--- src/rtl/core/dpsc_pkg.sv ---
// Package for the DFT power spectrum core: sizes, fixed-point constants,
// command and status types, and the twiddle table built at elaboration.
// No dependencies; every other file of the core except dpsc_ram imports it.
package dpsc_pkg;

  // Frame and field sizes.
  localparam int FRAME_LEN    = 1024;
  localparam int SAMPLE_BITS  = 16;
  localparam int TWIDDLE_BITS = 16;
  localparam int BIN_BITS     = 9;
  localparam int POWER_BITS   = 52;
  localparam int SCALE_BITS   = 32;

  // Derived datapath widths.
  localparam int ADDR_BITS      = $clog2(FRAME_LEN);
  localparam int PROD_BITS      = SAMPLE_BITS + TWIDDLE_BITS;
  localparam int ACC_BITS       = PROD_BITS + ADDR_BITS;
  localparam int MAG_BITS       = ACC_BITS - TWIDDLE_BITS + 1;
  localparam int SQ_BITS        = 2 * MAG_BITS + 1;
  localparam int MUL_BITS       = 32;
  localparam int PHASE_SUM_BITS = ((ADDR_BITS > BIN_BITS) ? ADDR_BITS : BIN_BITS) + 1;

  // Fixed-point angle constants in Q30.
  localparam logic [63:0] PIQ     = 64'd3373259426;
  localparam logic [63:0] HALFPIQ = PIQ / 2;
  localparam logic [63:0] ONE_Q   = 64'd1 << 30;
  localparam logic [63:0] TW_AMP  = (64'd1 << (TWIDDLE_BITS - 1)) - 64'd1;

  // Operation of the shared finishing multiplier.
  typedef enum logic [2:0] {
    FIN_NONE,
    FIN_MAG,
    FIN_SQ_RE,
    FIN_SQ_IM,
    FIN_SUM,
    FIN_SCALE_LO,
    FIN_SCALE_HI
  } fin_op_t;

  // Commands from the controller to the datapath.
  typedef struct packed {
    logic    load;
    logic    start;
    logic    reduce;
    logic    issue;
    fin_op_t fin_op;
    logic    push;
  } dp_cmd_t;

  // Status from the datapath to the controller.
  typedef struct packed {
    logic step_ge_len;
    logic last_issue;
    logic pipe_busy;
    logic out_free;
  } dp_status_t;

  // Entry [p][0] is cos, [p][1] is sin, both signed twiddle words.
  typedef logic [1:0][TWIDDLE_BITS-1:0]                 twiddle_pair_t;
  typedef logic [FRAME_LEN-1:0][1:0][TWIDDLE_BITS-1:0] twiddle_table_t;

  // Scale a Q30 value to the twiddle amplitude, round half away from zero, clamp.
  function automatic logic [TWIDDLE_BITS-1:0] to_twiddle(logic signed [63:0] v, logic neg);
    logic [63:0] mag;
    logic [63:0] q;
    logic        neg_f;
    neg_f = neg;
    if (v < 0) begin
      mag   = 64'(-v);
      neg_f = !neg;
    end else begin
      mag = 64'(v);
    end
    q = (mag * TW_AMP + (ONE_Q >> 1)) >> 30;
    if (q > TW_AMP) q = TW_AMP;
    if (neg_f) q = -q;
    return q[TWIDDLE_BITS-1:0];
  endfunction

  // One cos/sin pair from folded Taylor series, each term truncated in Q30.
  function automatic twiddle_pair_t twiddle_entry(int unsigned p);
    logic [63:0]        x;
    logic [63:0]        x2;
    logic [63:0]        ts;
    logic [63:0]        tc;
    logic signed [63:0] ss;
    logic signed [63:0] cs;
    logic               sneg;
    logic               cneg;
    twiddle_pair_t      pair;
    x    = (64'd2 * PIQ * 64'(p)) / FRAME_LEN;
    sneg = 1'b0;
    cneg = 1'b0;
    if (x > PIQ) begin
      x    = x - PIQ;
      sneg = 1'b1;
      cneg = 1'b1;
    end
    if (x > HALFPIQ) begin
      x    = PIQ - x;
      cneg = !cneg;
    end
    x2 = (x * x) >> 30;
    ts = x;
    ss = $signed(x);
    tc = ONE_Q;
    cs = $signed(ONE_Q);
    for (int i = 1; i <= 8; i++) begin
      ts = ((ts * x2) >> 30) / 64'((2 * i) * (2 * i + 1));
      tc = ((tc * x2) >> 30) / 64'((2 * i - 1) * (2 * i));
      if (i % 2 == 1) begin
        ss = ss - $signed(ts);
        cs = cs - $signed(tc);
      end else begin
        ss = ss + $signed(ts);
        cs = cs + $signed(tc);
      end
    end
    pair[0] = to_twiddle(cs, cneg);
    pair[1] = to_twiddle(ss, sneg);
    return pair;
  endfunction

  // Whole table, evaluated once at elaboration.
  function automatic twiddle_table_t build_twiddle_table();
    twiddle_table_t tbl;
    for (int unsigned p = 0; p < FRAME_LEN; p++) begin
      tbl[p] = twiddle_entry(p);
    end
    return tbl;
  endfunction

  localparam twiddle_table_t TWIDDLE_TABLE = build_twiddle_table();

endpackage

--- src/rtl/core/dpsc_ctrl.sv ---
// Controller of the DFT power spectrum core: sequences loads, the per-bin
// correlation sweep, the squaring and scaling steps, and the result hand-off.
// Depends on dpsc_pkg for the command and status types.
module dpsc_ctrl (
  input  logic                 clk,
  input  logic                 rst_n,
  input  logic                 in_valid,
  input  logic                 in_action,
  output logic                 in_ready,
  input  dpsc_pkg::dp_status_t status,
  output dpsc_pkg::dp_cmd_t    cmd
);
  import dpsc_pkg::*;

  typedef enum logic [3:0] {
    S_IDLE,
    S_REDUCE,
    S_ISSUE,
    S_DRAIN,
    S_MAG,
    S_SQ_RE,
    S_SQ_IM,
    S_SUM,
    S_SCALE_LO,
    S_SCALE_HI,
    S_PUSH
  } state_t;

  state_t state_r;
  state_t state_nxt;

  // Next state and the command for the current cycle.
  always_comb begin
    state_nxt  = state_r;
    cmd        = '0;
    cmd.fin_op = FIN_NONE;
    unique case (state_r)
      S_IDLE: begin
        if (in_valid && !in_action) begin
          cmd.load = 1'b1;
        end else if (in_valid && in_action) begin
          cmd.start = 1'b1;
          state_nxt = S_REDUCE;
        end
      end
      S_REDUCE: begin
        if (status.step_ge_len) begin
          cmd.reduce = 1'b1;
        end else begin
          state_nxt = S_ISSUE;
        end
      end
      S_ISSUE: begin
        cmd.issue = 1'b1;
        if (status.last_issue) begin
          state_nxt = S_DRAIN;
        end
      end
      S_DRAIN: begin
        if (!status.pipe_busy) begin
          state_nxt = S_MAG;
        end
      end
      S_MAG: begin
        cmd.fin_op = FIN_MAG;
        state_nxt  = S_SQ_RE;
      end
      S_SQ_RE: begin
        cmd.fin_op = FIN_SQ_RE;
        state_nxt  = S_SQ_IM;
      end
      S_SQ_IM: begin
        cmd.fin_op = FIN_SQ_IM;
        state_nxt  = S_SUM;
      end
      S_SUM: begin
        cmd.fin_op = FIN_SUM;
        state_nxt  = S_SCALE_LO;
      end
      S_SCALE_LO: begin
        cmd.fin_op = FIN_SCALE_LO;
        state_nxt  = S_SCALE_HI;
      end
      S_SCALE_HI: begin
        cmd.fin_op = FIN_SCALE_HI;
        state_nxt  = S_PUSH;
      end
      S_PUSH: begin
        if (status.out_free) begin
          cmd.push  = 1'b1;
          state_nxt = S_IDLE;
        end
      end
      default: begin
        state_nxt = S_IDLE;
      end
    endcase
  end

  // A new word is taken only between bin computations.
  assign in_ready = (state_r == S_IDLE);

  // State register.
  always_ff @(posedge clk) begin
    if (!rst_n) begin
      state_r <= S_IDLE;
    end else begin
      state_r <= state_nxt;
    end
  end

endmodule

--- config.mk ---
export PLATFORM = sky130hd
export DESIGN_NAME = dpsc_ctrl
export DESIGN_NICKNAME = d
export VERILOG_FILES = /design/src/rtl/core/dpsc_pkg.sv /design/src/rtl/core/dpsc_ctrl.sv
export SDC_FILE = /design/constraint.sdc
export NUM_CORES = 1
export LEC_CHECK = 0
export BUFFER_PORTS_ARGS = -buffer_cell sky130_fd_sc_hd__buf_2
export CAP_MARGIN = 20
export CORE_AREA = 4 4 41 43
export DETAILED_ROUTE_END_ITERATION = 8
export DIE_AREA = 0 0 45 47
export HOLD_SLACK_MARGIN = 0.02
export SLEW_MARGIN = 0
export SYNTH_ARGS = -nofsm -noshare
export SYNTH_HDL_FRONTEND = slang
export SYNTH_SLANG_ARGS = --single-unit
--- constraint.sdc ---
create_clock -name clk -period 1.3 [get_ports clk]
set_clock_uncertainty 0.05 [all_clocks]
set_input_delay 0.13 -clock clk [delete_from_list [all_inputs] [get_ports clk]]
set_output_delay 0.13 -clock clk [all_outputs]
set_load 0.005 [all_outputs]
; ---- Word level (Yosys, flattened, before mapping)
; Cells that the tools add are included.
[totals]
input_bits = 8
ff_bits = 4
elab_cells = 39
[op_classes]
eq_ne = 16
mux = 17
reduce_logical = 5
[op_table]
columns = operator, count
row1 = $pmux 4 s11, 1
row2 = $mux 4, 6
row3 = $pmux 3 s6, 1
row4 = $eq 4x3->1 const B, 4
row5 = $eq 4x4->1 const B, 3
row6 = $ne 2x2->1 const B, 5
row7 = $eq 4x2->1 const B, 2
row8 = $mux 1, 8
row9 = $reduce_and 6->1, 1
row10 = $eq 4x1->1 const B, 1
row11 = $logic_not 4->1, 1
row12 = $logic_and 1x1->1, 2
row13 = $mux 2, 1
row14 = $ne 2x1->1 const B, 1
row15 = $logic_not 1->1, 1

; ---- Logic depth before layout (Yosys ltp)
[depth]
word_depth = 4
depth_mapped = 5
ltp_nobuf = 4

; ---- Least setup slack after synthesis
; OpenSTA, ideal clock, no wires.
[synth_path]
path_type = reg-to-reg
startpoint = reg state_r[2]
endpoint = reg state_r[1]
setup_slack_ns = 0.062
arrival_ns = 1.117
setup_ns = 0.072
required_time_ns = 1.178
path_buffers = 1
path_stages_with_launch = 6
cell_sequence = dfxtp_1 -> buf_2 -> nor3b_1 -> a22oi_2 -> nand2_2 -> mux2i_1
[synth_between]
elab_chain_cells = 3
[synth_lines]
columns = element, line
row1 = "start, declared", dpsc_ctrl.sv:29  ; state_t state_r;
row2 = "start signal, assigned", dpsc_ctrl.sv:108  ; state_r <= state_nxt;
row3 = $eq 4x1->1 (tied with other cells), dpsc_ctrl.sv:37  ; unique case (state_r)
row4 = $ne 2x2->1 (no line) or $ne 2x1->1 (tied branches), n/a
row5 = $reduce_and 6->1 (no line), n/a
; Several ways; a longest one is shown, not always the timed one.
; A chain may end at the register's enable or synchronous reset.

==> flow_metrics.env <==
export IMPL_violations="setup timing"
export IMPL_worstPathArrival_ns=1.20
export IMPL_combPwrFrac_pct=40.8
export IMPL_io_buffers=16
export IMPL_nNetsFinal=81
export IMPL_yosysUniqueCellTypes=24
export IMPL_cts_buffers=3
export IMPL_vias_per_cell=4.98
export IMPL_setup_violations=8
export IMPL_regArea_sq_um=95.1
export IMPL_grtUsageTotal_pct=11.3
export IMPL_status="finished, violations left"
export IMPL_cts_buffer_depth=2
export IMPL_grt_first_pass_wirelength_mm=1.73
export IMPL_coreArea_sq_um=1300
export IMPL_die_area_sq_um=2120
export IMPL_p_per_area_nw_per_um2=762
export IMPL_grt_max_degree=9
export IMPL_routed_wl_mm=1.03
export IMPL_drc=0
export IMPL_leakage_nw=0.312
export IMPL_placed_cells=77
export IMPL_fin_ws_ns=-0.0830
export IMPL_synth_top_area_share_pct=21.5
export IMPL_multi_input_area_sq_um=365
export IMPL_critical_path_startpoint="state_r[3]"
export IMPL_synth_seq_cells=4
export IMPL_cts_root_buf="clkbuf_4"
export IMPL_pin_count=17
export IMPL_htreeDepth=1
export IMPL_yosys_warnings=0
export IMPL_wl_per_cell_um=12.0
export IMPL_grt_pass1_vias=421
export IMPL_p_seq_share_pct=31.1
export IMPL_dominantRegCellSynth="dfxtp_1"
export IMPL_hold_ws_ns=0.135
export IMPL_cts_sinks=4
export IMPL_reg_top3="state_r (4)"
export IMPL_drt_iter0_markers=4
export IMPL_placed_cell_area_sq_um=477
export IMPL_clk_pin_slew_worst_paths_ns=0.04
export IMPL_worstSetupStartpointType="flop"
export IMPL_cellInternalPower_mw=0.355
export IMPL_end_kind="output port"
export IMPL_ff2ff_path_depth=4
export IMPL_largest_reg_flops=4
export IMPL_dr_pass1_iters=3
export IMPL_overflow=0
export IMPL_syn_area_sq_um=373
export IMPL_syn_avg_cell_area_sq_um=8.29
export IMPL_rows=13
export IMPL_maxSlewHeadroom_pct=81.7
export IMPL_insertion_delay_ns=0.23
export IMPL_instances_no_fill=86
export IMPL_vias=428
export IMPL_place_hpwl_um=668
export IMPL_min_path_type="in2reg"
export IMPL_cp_endpoint="cmd[6]"
export IMPL_synth_edf_count=0
export IMPL_tightest_slew_ns=0.273
export IMPL_synth_top_area_cell="dfxtp_1"
export IMPL_syn_inst=45
export IMPL_cp_max_fo=4
export IMPL_seq_area_frac_synth_pct=21.5
export IMPL_die_y_um=47
export IMPL_setup_tns_ns=-0.364
export IMPL_regMostFlops="state_r"
export IMPL_critPathRequiredTime_ns=1.12
export IMPL_cts_tree="yes"
export IMPL_r2r_setup_slack_ns=-0.04
export IMPL_area_growth_pct=84.2
export IMPL_timing_rr_end="state_r[1]"
export IMPL_final_cell_mix="buf_2 (16), buf_4 (6), nand2_1 (4), buf_6 (4), dfxtp_4 (4)"
export IMPL_fillCellCount=130
export IMPL_fmax_mhz=723
export IMPL_rsz0062_at_grt="yes"
export IMPL_chipWidth_um=45
export IMPL_drive_above_1_share_pct=70.4
export IMPL_ir_worst_vdd_v=0.000663
export IMPL_hold_viol_final=0
export IMPL_synth_nets=53
export IMPL_finalCriticalPeriod_ns=1.38
export IMPL_layout_commonest_cell="buf_2"
export IMPL_maxCapViolations=0
export IMPL_stdcell_area_sq_um=687
export IMPL_critPathKind="reg2out"
export IMPL_synthTopCellsByArea="dfxtp_1 (21%), mux2i_1 (8.1%), buf_6 (6.0%), nand2_1 (6.0%), and3_1 (5.0%)"
export IMPL_netSwitchingFraction_pct=32.1
export IMPL_async_reset_ff_share_pct=0
export IMPL_start_util_pct=28.7
export IMPL_fin_crit_sh_pct=106
export IMPL_power_frac_clock_pct=28.1
export IMPL_ctsHoldBuffers=0
export IMPL_slew_violations=0
export IMPL_antenna_cells=0
export IMPL_gp_congestion=0.762
export IMPL_antenna_found_initial=0
export IMPL_p_sw_mw=0.168
export IMPL_r2r_start="state_r[3]"
export IMPL_drtAntennaViolNets=0
cell usage after synthesis (2+ instances only):
cell      number
o21ai_0        2
buf_6          2
mux2i_1        3
nor4b_1        2
nor3b_1        2
nand2_1        6
nor2_1         2
and3_1         3
buf_2          2
dfxtp_1        4
a21oi_1        2
nand2b_1       3
cells by family (layout without fill, tap and decap cells):
logic type	count (synthesis)	in the layout	share of synthesized area [%]
mux	3	3	8.05
flops	4	4	21.5
simple gates	24	24	42.3
buf+inv	4	30	8.72
xor+xnor	2	2	4.70
compound gates	8	8	14.8
layer usage:
metal,global-route usage (%),wire length [um]
met1,12.2,457
met2,19.8,495
met3,4.98,77
met4,3.51,0
met5,0,0
final cells by class:
class | count | share of cell area [%]
multi-input cells | 37 | 53.2
repair buffers | 27 | 27.0
flip-flops and latches | 4 | 13.8
clock buffers | 3 | 3.28
well taps | 15 | 2.73
power groups by stage:
stage / clock network (mW) / registers, mW / logic [mW]
finish: 0.147 / 0.163 / 0.213
global route: 0.169 / 0.166 / 0.233
CTS: 0.155 / 0.157 / 0.187
detailed placement: 0 / 0.149 / 0.154
global placement: 0 / 0.148 / 0.152
floorplan: 0 / 0.139 / 0.122
metrics by stage:
step | utilization, % | total power [mW] | worst slack, ns
after floorplan | - | 0.261 | 0.0618
after global placement | 36.6 | 0.300 | -0.0286
after CTS | 46.7 | 0.499 | -0.0826
final | 52.8 | 0.523 | -0.0830
after global routing | 52.8 | 0.568 | -0.189
after detailed placement | 36.6 | 0.304 | -0.104
worst max-delay path: stages (launching register included):
cell and delay (ns):
dfxtp_4 0.35, nor4_4 0.33, and3_1 0.19, buf_2 0.10
how the worst min path moves through the flow:
stage               startpoint         end  depth (start not counted)
finish                   rst_n  state_r[3]                          2
global route             rst_n  state_r[3]                          2
CTS                      rst_n  state_r[3]                          2
detailed placement       rst_n  state_r[3]                          2
global placement         rst_n  state_r[3]                          2
floorplan                rst_n  state_r[3]                          1
repair_timing:
item / 4_1_cts / 5_1_grt
resized for setup: 23 / 10
pin swaps: 8 / 7
setup buffers: 3 / 3
cloned: 0 / 0
endpoints found under the setup margin: 13 / 13
Power figures use the tool's default switching activity.
